## src/aipp_pkg.sv

```systemverilog
// ----------------------------------------------------------------------------
// aipp_pkg
// Types and codes shared by the ASCII item packet parser modules.
// ----------------------------------------------------------------------------
`default_nettype none

package aipp_pkg;

    // parser phases
    localparam logic [2:0] PH_HUNT = 3'd0;
    localparam logic [2:0] PH_PLEN = 3'd1;
    localparam logic [2:0] PH_NAME = 3'd2;
    localparam logic [2:0] PH_ILEN = 3'd3;
    localparam logic [2:0] PH_DATA = 3'd4;
    localparam logic [2:0] PH_CSUM = 3'd5;

    // byte roles on the result channel
    localparam logic [2:0] ROLE_IGNORED = 3'd0;
    localparam logic [2:0] ROLE_PLEN    = 3'd1;
    localparam logic [2:0] ROLE_NAME    = 3'd2;
    localparam logic [2:0] ROLE_ILEN    = 3'd3;
    localparam logic [2:0] ROLE_DATA    = 3'd4;
    localparam logic [2:0] ROLE_CSUM    = 3'd5;

    localparam logic [7:0] CHAR_LF      = 8'h0A;
    localparam int         HDR_LEN      = 7;   // 4 name chars + 3 length digits
    localparam int         CSUM_MARGIN  = 5;

    typedef struct packed {
        logic [2:0] phase;
        logic [9:0] field_count;
        logic [9:0] digit_value;
        logic [9:0] remaining_length;
        logic [9:0] current_item_size;
        logic [7:0] running_sum;
        logic [6:0] items_seen;
    } aipp_state_t;

    typedef struct packed {
        logic [2:0] role;
        logic [7:0] byte_out;
        logic [5:0] item_index;
        logic [9:0] item_size;
        logic       item_done;
        logic       packet_ok;
        logic       packet_bad;
        logic [6:0] item_total;
    } aipp_result_t;

endpackage

`default_nettype wire

```

## src/ascii_item_packet_parser_unit.sv

```systemverilog
// ----------------------------------------------------------------------------
// ascii_item_packet_parser_unit
// Byte-serial packet parser: classifies every received byte of a framed
// ASCII stream and reports item and packet boundaries.
//
//   channel   direction  ports                          transaction
//   s_        in         s_valid s_ready s_rx_byte       one received byte
//   m_        out        m_valid m_ready m_role ...      one classified byte
//
// One byte per cycle sustained while m_ready stays high; a byte passes the input
// register, then the result register, with the single step of parser logic between them.
// Reset clears the parser to hunting for a line feed and empties both stages.
// A stall on m_ready holds the result register; the input register keeps
// taking a byte as long as the result stage moves in the same cycle.
// ----------------------------------------------------------------------------
`default_nettype none

module ascii_item_packet_parser_unit #(
    parameter int MAX_ITEMS = 64
) (
    input  wire logic       aclk,
    input  wire logic       aresetn,
    input  wire logic       s_valid,
    output logic            s_ready,
    input  wire logic [7:0] s_rx_byte,
    output logic            m_valid,
    input  wire logic       m_ready,
    output logic [2:0]      m_role,
    output logic [7:0]      m_byte_out,
    output logic [5:0]      m_item_index,
    output logic [9:0]      m_item_size,
    output logic            m_item_done,
    output logic            m_packet_ok,
    output logic            m_packet_bad,
    output logic [6:0]      m_item_total
);
    import aipp_pkg::*;

    logic         in_valid_reg;
    logic [7:0]   in_byte_reg;
    logic         out_valid_reg;
    aipp_result_t out_reg;
    aipp_state_t  state_reg;
    aipp_state_t  state_next;
    aipp_result_t result_next;
    logic         advance;

    aipp_step #(
        .MAX_ITEMS (MAX_ITEMS)
    ) u_step (
        .rx_byte   (in_byte_reg),
        .state_cur (state_reg),
        .state_nxt (state_next),
        .result    (result_next)
    );

    assign advance = in_valid_reg && (!out_valid_reg || m_ready);
    assign s_ready = !in_valid_reg || advance;

    always_ff @(posedge aclk) begin
        if (!aresetn) begin
            in_valid_reg  <= 1'b0;
            out_valid_reg <= 1'b0;
            state_reg     <= '{phase: PH_HUNT, default: '0};
        end else begin
            if (s_valid && s_ready) begin
                in_valid_reg <= 1'b1;
            end else if (advance) begin
                in_valid_reg <= 1'b0;
            end
            if (advance) begin
                out_valid_reg <= 1'b1;
                state_reg     <= state_next;
            end else if (m_ready) begin
                out_valid_reg <= 1'b0;
            end
        end
    end

    always_ff @(posedge aclk) begin
        if (s_valid && s_ready) begin
            in_byte_reg <= s_rx_byte;
        end
        if (advance) begin
            out_reg <= result_next;
        end
    end

    assign m_valid      = out_valid_reg;
    assign m_role       = out_reg.role;
    assign m_byte_out   = out_reg.byte_out;
    assign m_item_index = out_reg.item_index;
    assign m_item_size  = out_reg.item_size;
    assign m_item_done  = out_reg.item_done;
    assign m_packet_ok  = out_reg.packet_ok;
    assign m_packet_bad = out_reg.packet_bad;
    assign m_item_total = out_reg.item_total;

`ifndef NO_ASSERTIONS
    a_ok_bad_exclusive: assert property (@(posedge aclk) disable iff (!aresetn)
        m_valid |-> !(m_packet_ok && m_packet_bad))
        else $error("packet reported both good and bad");

    a_ok_on_checksum: assert property (@(posedge aclk) disable iff (!aresetn)
        (m_valid && m_packet_ok) |-> (m_role == ROLE_CSUM))
        else $error("packet good outside a checksum digit");

    a_done_role: assert property (@(posedge aclk) disable iff (!aresetn)
        (m_valid && m_item_done) |-> (m_role == ROLE_ILEN || m_role == ROLE_DATA))
        else $error("item completed on a byte that is not length or data");

    a_total_limit: assert property (@(posedge aclk) disable iff (!aresetn)
        m_valid |-> (m_item_total <= 7'(MAX_ITEMS)))
        else $error("item count beyond limit");

    a_hunt_clear: assert property (@(posedge aclk) disable iff (!aresetn)
        (state_reg.phase == PH_HUNT) |-> (state_reg.items_seen == '0))
        else $error("item count kept while hunting");
`endif

endmodule

`default_nettype wire

```

## src/aipp_step.sv

```systemverilog
// ----------------------------------------------------------------------------
// aipp_step
// Classifies one byte against the parser state and computes the next state.
// ----------------------------------------------------------------------------
`default_nettype none

module aipp_step #(
    parameter int MAX_ITEMS = 64
) (
    input  wire logic [7:0]            rx_byte,
    input  wire aipp_pkg::aipp_state_t state_cur,
    output aipp_pkg::aipp_state_t      state_nxt,
    output aipp_pkg::aipp_result_t     result
);
    import aipp_pkg::*;

    localparam logic [6:0] MaxItems = 7'(MAX_ITEMS);

    logic       is_dec;
    logic [3:0] dec_val;
    logic       is_hex;
    logic [3:0] hex_val;
    logic [9:0] dec_acc;
    logic [9:0] hex_acc;
    logic [10:0] fc_inc;
    logic [9:0] new_size;
    logic [9:0] rem_left;
    logic [7:0] sum_add;
    logic       fail;
    logic       done_evt;
    logic       end_evt;
    logic       ok;
    aipp_state_t st;

    always_comb begin
        is_dec  = (rx_byte >= 8'h30) && (rx_byte <= 8'h39);
        dec_val = rx_byte[3:0];
        is_hex  = 1'b1;
        hex_val = 4'd0;
        if (is_dec) begin
            hex_val = rx_byte[3:0];
        end else if (((rx_byte >= 8'h41) && (rx_byte <= 8'h46)) ||
                     ((rx_byte >= 8'h61) && (rx_byte <= 8'h66))) begin
            hex_val = rx_byte[3:0] + 4'd9;
        end else begin
            is_hex = 1'b0;
        end
        dec_acc  = (state_cur.digit_value << 3) + (state_cur.digit_value << 1)
                   + {6'd0, dec_val};
        hex_acc  = {state_cur.digit_value[5:0], hex_val};
        fc_inc   = {1'b0, state_cur.field_count} + 11'd1;
        new_size = dec_acc - 10'(HDR_LEN);
        rem_left = (state_cur.remaining_length > dec_acc) ?
                   state_cur.remaining_length - dec_acc : 10'd0;
        sum_add  = state_cur.running_sum + rx_byte;
    end

    always_comb begin
        st       = state_cur;
        fail     = 1'b0;
        done_evt = 1'b0;
        end_evt  = 1'b0;
        ok       = 1'b0;
        result   = '0;
        result.byte_out = rx_byte;

        unique case (state_cur.phase)
            PH_PLEN: begin
                if (!is_dec) begin
                    fail = 1'b1;
                end else begin
                    st.running_sum = sum_add;
                    result.role    = ROLE_PLEN;
                    st.digit_value = dec_acc;
                    st.field_count = fc_inc[9:0];
                    if (fc_inc >= 11'd3) begin
                        st.remaining_length = dec_acc;
                        st.field_count      = '0;
                        st.digit_value      = '0;
                        st.phase            = PH_NAME;
                    end
                end
            end
            PH_NAME: begin
                if (state_cur.field_count == '0 && state_cur.items_seen >= MaxItems) begin
                    fail = 1'b1;
                end else begin
                    st.running_sum    = sum_add;
                    result.role       = ROLE_NAME;
                    result.item_index = state_cur.items_seen[5:0];
                    st.field_count    = fc_inc[9:0];
                    if (fc_inc >= 11'd4) begin
                        st.field_count = '0;
                        st.digit_value = '0;
                        st.phase       = PH_ILEN;
                    end
                end
            end
            PH_ILEN: begin
                if (!is_dec) begin
                    fail = 1'b1;
                end else if (fc_inc < 11'd3) begin
                    st.digit_value    = dec_acc;
                    st.field_count    = fc_inc[9:0];
                    st.running_sum    = sum_add;
                    result.role       = ROLE_ILEN;
                    result.item_index = state_cur.items_seen[5:0];
                end else if (dec_acc < 10'(HDR_LEN) ||
                             new_size > state_cur.remaining_length) begin
                    fail = 1'b1;
                end else begin
                    st.running_sum       = sum_add;
                    result.role          = ROLE_ILEN;
                    result.item_index    = state_cur.items_seen[5:0];
                    st.current_item_size = new_size;
                    result.item_size     = new_size;
                    st.remaining_length  = rem_left;
                    st.field_count       = '0;
                    st.digit_value       = '0;
                    if (new_size != '0) begin
                        st.phase = PH_DATA;
                    end else begin
                        done_evt = 1'b1;
                    end
                end
            end
            PH_DATA: begin
                st.running_sum    = sum_add;
                result.role       = ROLE_DATA;
                result.item_index = state_cur.items_seen[5:0];
                result.item_size  = state_cur.current_item_size;
                st.field_count    = fc_inc[9:0];
                if (fc_inc >= {1'b0, state_cur.current_item_size}) begin
                    done_evt = 1'b1;
                end
            end
            PH_CSUM: begin
                if (!is_hex) begin
                    fail = 1'b1;
                end else begin
                    result.role    = ROLE_CSUM;
                    st.digit_value = hex_acc;
                    st.field_count = fc_inc[9:0];
                    if (fc_inc >= 11'd2) begin
                        end_evt = 1'b1;
                        if (hex_acc == {2'd0, state_cur.running_sum}) begin
                            ok = 1'b1;
                        end else begin
                            fail = 1'b1;
                        end
                    end
                end
            end
            default: begin
                // hunting, and any unused phase code
                st       = '0;
                st.phase = PH_HUNT;
                if (rx_byte == CHAR_LF) begin
                    st.phase       = PH_PLEN;
                    st.running_sum = CHAR_LF;
                end
            end
        endcase

        // close the item and pick the next field
        if (done_evt) begin
            st.items_seen  = st.items_seen + 7'd1;
            st.field_count = '0;
            st.digit_value = '0;
            st.phase = (st.remaining_length <= 10'(CSUM_MARGIN)) ? PH_CSUM : PH_NAME;
        end

        result.item_done  = done_evt;
        result.packet_ok  = ok;
        result.packet_bad = fail;
        result.item_total = st.items_seen;

        // drop the packet; a line feed restarts at once
        if (fail) begin
            st       = '0;
            st.phase = PH_HUNT;
            if (rx_byte == CHAR_LF) begin
                st.phase       = PH_PLEN;
                st.running_sum = CHAR_LF;
            end
        end else if (end_evt) begin
            st       = '0;
            st.phase = PH_HUNT;
        end

        state_nxt = st;
    end

endmodule

`default_nettype wire

```

## config.mk

```make
export PLATFORM = sky130hd
export DESIGN_NAME = ascii_item_packet_parser_unit
export DESIGN_NICKNAME = d
export VERILOG_FILES = /design/src/aipp_pkg.sv /design/src/ascii_item_packet_parser_unit.sv /design/src/aipp_step.sv
export SDC_FILE = /design/constraint.sdc
export NUM_CORES = 1
export LEC_CHECK = 0
export BUFFER_PORTS_ARGS = -buffer_cell sky130_fd_sc_hd__buf_2
export CORE_ASPECT_RATIO = 1.75
export CORE_MARGIN = 2
export CORE_UTILIZATION = 25
export DETAILED_ROUTE_END_ITERATION = 16
export GPL_ROUTABILITY_DRIVEN = 0
export SLEW_MARGIN = 5
export SYNTH_ARGS = -nofsm -noshare
export SYNTH_HDL_FRONTEND = slang
export SYNTH_HIERARCHICAL = 1
export SYNTH_SLANG_ARGS = --single-unit
```

## constraint.sdc

```tcl
create_clock -name aclk -period 7 [get_ports aclk]
set_input_delay 0.35 -clock aclk [delete_from_list [all_inputs] [get_ports aclk]]
set_output_delay 0.35 -clock aclk [all_outputs]
set_load 0.005 [all_outputs]
```

Yosys cells after proc, flatten, opt, wreduce, memory -nomap -nowiden. Cells that the tools add are included.

Register bits after elaboration: 104. Bits in latches: 0. Bits in writable memories: 0. Memory bits (read-only): 0. Input bits: 12. Output and inout port bits: 39. Logic and storage cells: 165. Memories kept: 0.

Add/subtract/negate cells: 8. Multiply operators: 0. Div/mod/pow operators: 0. Order comparisons: 16. Equality and inequality tests: 27. Shift-type cells: 0. Muxes and demuxes: 70. Bitwise gates (word level): 0. Reduce and logical (&&, ||, !) cells: 26.

Operators by type and width (count): two-way mux 58 bit (2); two-way mux 51 bit (2); one-hot mux 10 bit (5 select lines) (2); two-way mux 23 bit (3); two-way mux 33 bit (2); two-way mux 20 bit (3); one-hot mux 10 bit (2 select lines) (2); one-hot mux 8 bit (5 select lines) (1); two-way mux 16 bit (2); inequality test 5 x 1 -> 1 bit, second input constant (6); one-hot mux 10 bit (3 select lines) (1); two-way mux 1 bit (25); two-way mux 8 bit (3); >= comparator 11 x 2 -> 1 bit, second input constant (2); > comparator 10 bit (2); two-way mux 10 bit (2); inequality test 5 x 2 -> 1 bit, second input constant (4); two-way mux 3 bit (6); one-hot mux 6 bit (3 select lines) (1); >= comparator 8 x 7 -> 1 bit, second input constant (2); less-or-equal comparator 8 x 7 -> 1 bit, second input constant (2); inequality test 4 x 1 -> 1 bit, second input constant (4); one-hot mux 3 bit (5 select lines) (1); two-way mux 7 bit (2); other kinds (45) (65).

Logic depth before layout (Yosys ltp).
Depth after elaboration: 14. Depth in mapped cells: 25. Depth with buffers taken out: 24.

Cells and area by module. The synthesis kept the hierarchy.

By module, submodules not included: aipp_step (instances 1, cells each 739, area an instance 4839.6 um2, sequential area each 0.0 um2); ascii_item_packet_parser_unit (instances 1, cells each 306, area an instance 3738.6 um2, sequential area each 2552.4 um2).

Worst setup path before layout. No wires, ideal clock.

Path type: register -> register. Start point: register in_byte_reg[3]. End point: register state_reg[55] in the netlist's numbering. Library setup time: 0.121 ns. Arrival time: 5.150 ns. Required time: 6.879 ns. Path slack: 1.729 ns. Cell stages (with the launch flop): 23. Path buffers: 1. Clock period less this slack: 5.271 ns. Cell sequence: edfxtp_1 -> inv_1 -> fa_1 -> fa_1 -> nor2b_1 -> o21ai_1 -> xnor2_1 -> nor4_1 -> xnor2_1 -> ha_1 -> a211oi_1 -> nor2_1 -> a2111oi_0 -> a31oi_1 -> a21oi_2 -> buf_2 -> nand4_2 -> o21ai_0 -> and4bb_1 -> and3_1 -> a31o_2 -> nand2_1 -> mux2i_1.

RTL lines: start, declared (RTL line ascii_item_packet_parser_unit.sv:40) `logic [7:0] in_byte_reg;`; start signal, assigned (RTL line ascii_item_packet_parser_unit.sv:82) `in_byte_reg <= s_rx_byte;`; end signal, assigned (RTL line ascii_item_packet_parser_unit.sv:73) `state_reg <= state_next;`; end, declared (RTL line ascii_item_packet_parser_unit.sv:43) `aipp_state_t state_reg;`.

==> impl_metrics.sql <==
INSERT INTO impl_metrics (metric_group, metric, value, unit) VALUES
('clock_tree', 'clock_sink_count', '104', ''),
('clock_tree', 'cts.reportedPaths.clkPinSlew', '80', 'ps'),
('clock_tree', 'cts_root_buf', 'sky130_fd_sc_hd__clkbuf_16', ''),
('drt', 'vias_per_cell', '5.05', ''),
('drt', 'remaining_design_rule_violation_count', '0', ''),
('clock_tree', 'post-cts-setup-buffers', '0', ''),
('global_routing', 'antenna_found_initial', '0', ''),
('sta', 'max_slew.worst_pin.slew', '1250', 'ps'),
('layout', 'n_antenna_cell', '0', ''),
('synth', 'post_synth_inst_count', '1039', ''),
('sta', 'timing.clock.skew', '10.9', 'ps'),
('worst_hold_path', 'min-delay-path-class', 'input port to flop', ''),
('floorplanning', 'top_level_ports', '51', ''),
('floorplanning', 'core_region_area', '33600', 'sq um'),
('setup_path', 'critical-path-slowest-cell', 'sky130_fd_sc_hd__edfxtp_1', ''),
('power_and_ir_drop', 'ir_worst_vdd', '0.0896', 'mV'),
('sta', 'timing.fmax', '155', 'MHz'),
('synth', 'postSynthNetCount', '1115', ''),
('clock_tree', 'cts.hold.buffers_added', '0', ''),
('run', 'max_cap_viol_count', '0', ''),
('setup_path', 'crit_buf_inv', '1', ''),
('power_and_ir_drop', 'power.static_leakage', '0.00331', 'uW'),
('clock_tree', 'tritoncts.num_buffers', '9', ''),
('floorplanning', 'die_h', '248', 'microns'),
('sta', 'post-route-min-period', '6470', 'ps'),
('sta', 'timing.final.crit_share', '92.4', '%'),
('drt', 'routed_wire_length_per_instance', '17.2', 'microns'),
('setup_path', 'setup.worst_path.start_class', 'flop', ''),
('floorplanning', 'num_rows', '89', ''),
('setup_path', 'worst-endpoint-arrival', '6770', 'ps'),
('power_and_ir_drop', 'powerDensity', '137', 'nW/um^2'),
('sta', 'number_of_endpoints_failing_setup_at_the_final_stage', '0', ''),
('drt', 'drtIter0Drc', '608', ''),
('place', 'portBuffers', '50', ''),
('floorplanning', 'dieArea', '35700', 'sq um'),
('sta', 'final-hold-violation-count', '0', ''),
('layout', 'area_delta_synth_final', '9.44', '%'),
('place', 'hpwl_after_detailed_placement', '19700', 'microns'),
('sta', 'fin_worst_hold_slack', '146', 'ps'),
('synth', 'post_synth.cell_area_avg', '8.21', 'sq um'),
('global_routing', 'first_global_vias', '7681', ''),
('setup_path', 'cp_cell_sequence', 'ha_1 > ha_1 > inv_1 > fa_1 > nor2b_1 > o21ai_1 > xnor2_1 > nor4_1 > xnor2_1 > ha_1 > a211oi_1 > nor2_1 > a2111oi_0 > a31oi_1 > a21oi_2 > o21bai_1 > a31o_1 > or2_1 > a31oi_1 > nand2_1 > mux2i_1', ''),
('clock_tree', 'tritoncts', 'built', ''),
('layout', 'largest_register_ff_count', '57', ''),
('setup_path', 'critical-path-max-stage-delay', '580', 'ps'),
('place', 'place_worst_setup_slack', '705', 'ps'),
('clock_tree', 'clock_tree.htree_level_count', '3', ''),
('synth', 'cell_area_after_synthesis', '8530', 'sq um'),
('floorplanning', 'floorplan.die.width', '144', 'microns'),
('synth', 'yosys_warnings', '6', ''),
('clock_tree', 'clk_buf_depth', '2', ''),
('status', 'outcome', 'finished clean', ''),
('setup_path', 'worst_path_dominant_cell_family', 'compound AO/OA/AOI/OAI gates', ''),
('clock_tree', 'clk-insertion-delay-late', '370', 'ps'),
('layout', 'finish.cell_count_without_fillers', '1504', ''),
('floorplanning', 'initial_core_util', '25.4', '%'),
('sta', 'finalWorstSetupSlack', '530', 'ps'),
('global_routing', 'grt_util_all_layers', '14.6', '%'),
('setup_path', 'worst_path_maximum_fanout', '19', ''),
('place', 'dpl.cell_count', '1488', ''),
('setup_path', 'critPathMostFrequentCell', 'sky130_fd_sc_hd__ha_1', ''),
('setup_path', 'crit_path_end_kind', 'flop', ''),
('sta', 'rsz0062_at_grt', 'false', ''),
('setup_path', 'setup.worst_path.class', 'flop to flop', ''),
('global_routing', 'first_pass_grt_wire_length', '40300', 'microns'),
('global_routing', 'grt_overflow_total', '0', ''),
('sta', 'worst_slew_margin_rel', '16.6', '%'),
('drt', 'drt_pass1_iterations', '6', ''),
('clock_tree', 'cts.repair.resized', '0', ''),
('layout', 'nets', '1120', ''),
('sta', 'finalMaxSlewViolations', '0', ''),
('drt', 'postRouteWirelength', '25900', 'microns'),
('sta', 'fin_tns_setup', '0', 'ps'),
('setup_path', 'data_required_time_of_the_worst_path', '7300', 'ps'),
('global_routing', 'grt_start_max_net_pins', '101', ''),
('drt', 'drt.antenna.violating_nets', '0', ''),
('layout', 'layout.cells.most_common', 'sky130_fd_sc_hd__nand2_1', ''),
('drt', 'dr_total_vias', '7594', ''),
('layout', 'commonest_cells_after_routing_fill_and_taps_aside', '209 x sky130_fd_sc_hd__nand2_1, 79 x sky130_fd_sc_hd__nor2_1, 61 x sky130_fd_sc_hd__a21oi_1', ''),
('layout', 'drive_above_1_share', '10.2', '%');
worst reg2reg max path, delay by kind of cell (launching register included):
| kind | cells | cell delay (ps) |
|---|---|---|
| compound gates | 8 | 2400 |
| xor+xnor | 2 | 460 |
| fa+ha+maj | 4 | 1310 |
| buf+inv | 1 | 60 |
| flops | 1 | 580 |
| mux | 1 | 160 |
| simple gates | 5 | 1430 |
path summary, 6_finish.rpt:
kind	start	cells past startpoint	slack (ps)	to
hold reg to reg	state_reg[43]$_SDFFE_PN0P_	2	490	state_reg[43]$_SDFFE_PN0P_
setup / recovery	in_byte_reg[2]$_DFFE_PP_	21	530	state_reg[27]$_SDFFE_PN0P_
hold / removal	s_rx_byte[3]	1	150	in_byte_reg[3]$_DFFE_PP_
setup reg to reg	in_byte_reg[2]$_DFFE_PP_	21	530	state_reg[27]$_SDFFE_PN0P_
area by class of cell:
class | count | area (sq um)
Multi-Input combinational cell | 818 | 5420
Clock inverter | 7 | 60.1
Sequential cell | 104 | 2530
Clock buffer | 9 | 225
Inverter | 49 | 184
Tap cell | 455 | 569
Fill cell | 3678 | 24300
Timing Repair Buffer | 62 | 343
report_power, final:
| part | switching (uW) | internal, uW | total, uW |
|---|---|---|---|
| logic | 74.2 | 44.2 | 118 |
| registers | 7.96 | 646 | 654 |
| clock network | 259 | 249 | 508 |
through the flow:
| step | instance area [sq um] | utilization [%] | total power (uW) |
|---|---|---|---|
| 5_1_grt | 9330 | 27.7 | 1330 |
| 3_5_place_dp | 9050 | 26.9 | 787 |
| 4_1_cts | 9330 | 27.7 | 1300 |
| 6_report | 9330 | 27.7 | 1280 |
| 3_3_place_gp | 9050 | 26.9 | 784 |
| 2_1_floorplan | 8530 | - | 752 |
routing by layer:
metal | vias to the layer above | global-route usage (%) | wire [microns]
met5 | - | 0 | 0
met4 | 0 | 12.3 | 2200
met3 | 100 | 1.86 | 881
met2 | 226 | 27.5 | 13800
met1 | 3564 | 13.7 | 9020
li1 | 3704 | - | -
Power figures use the tool's default switching activity.
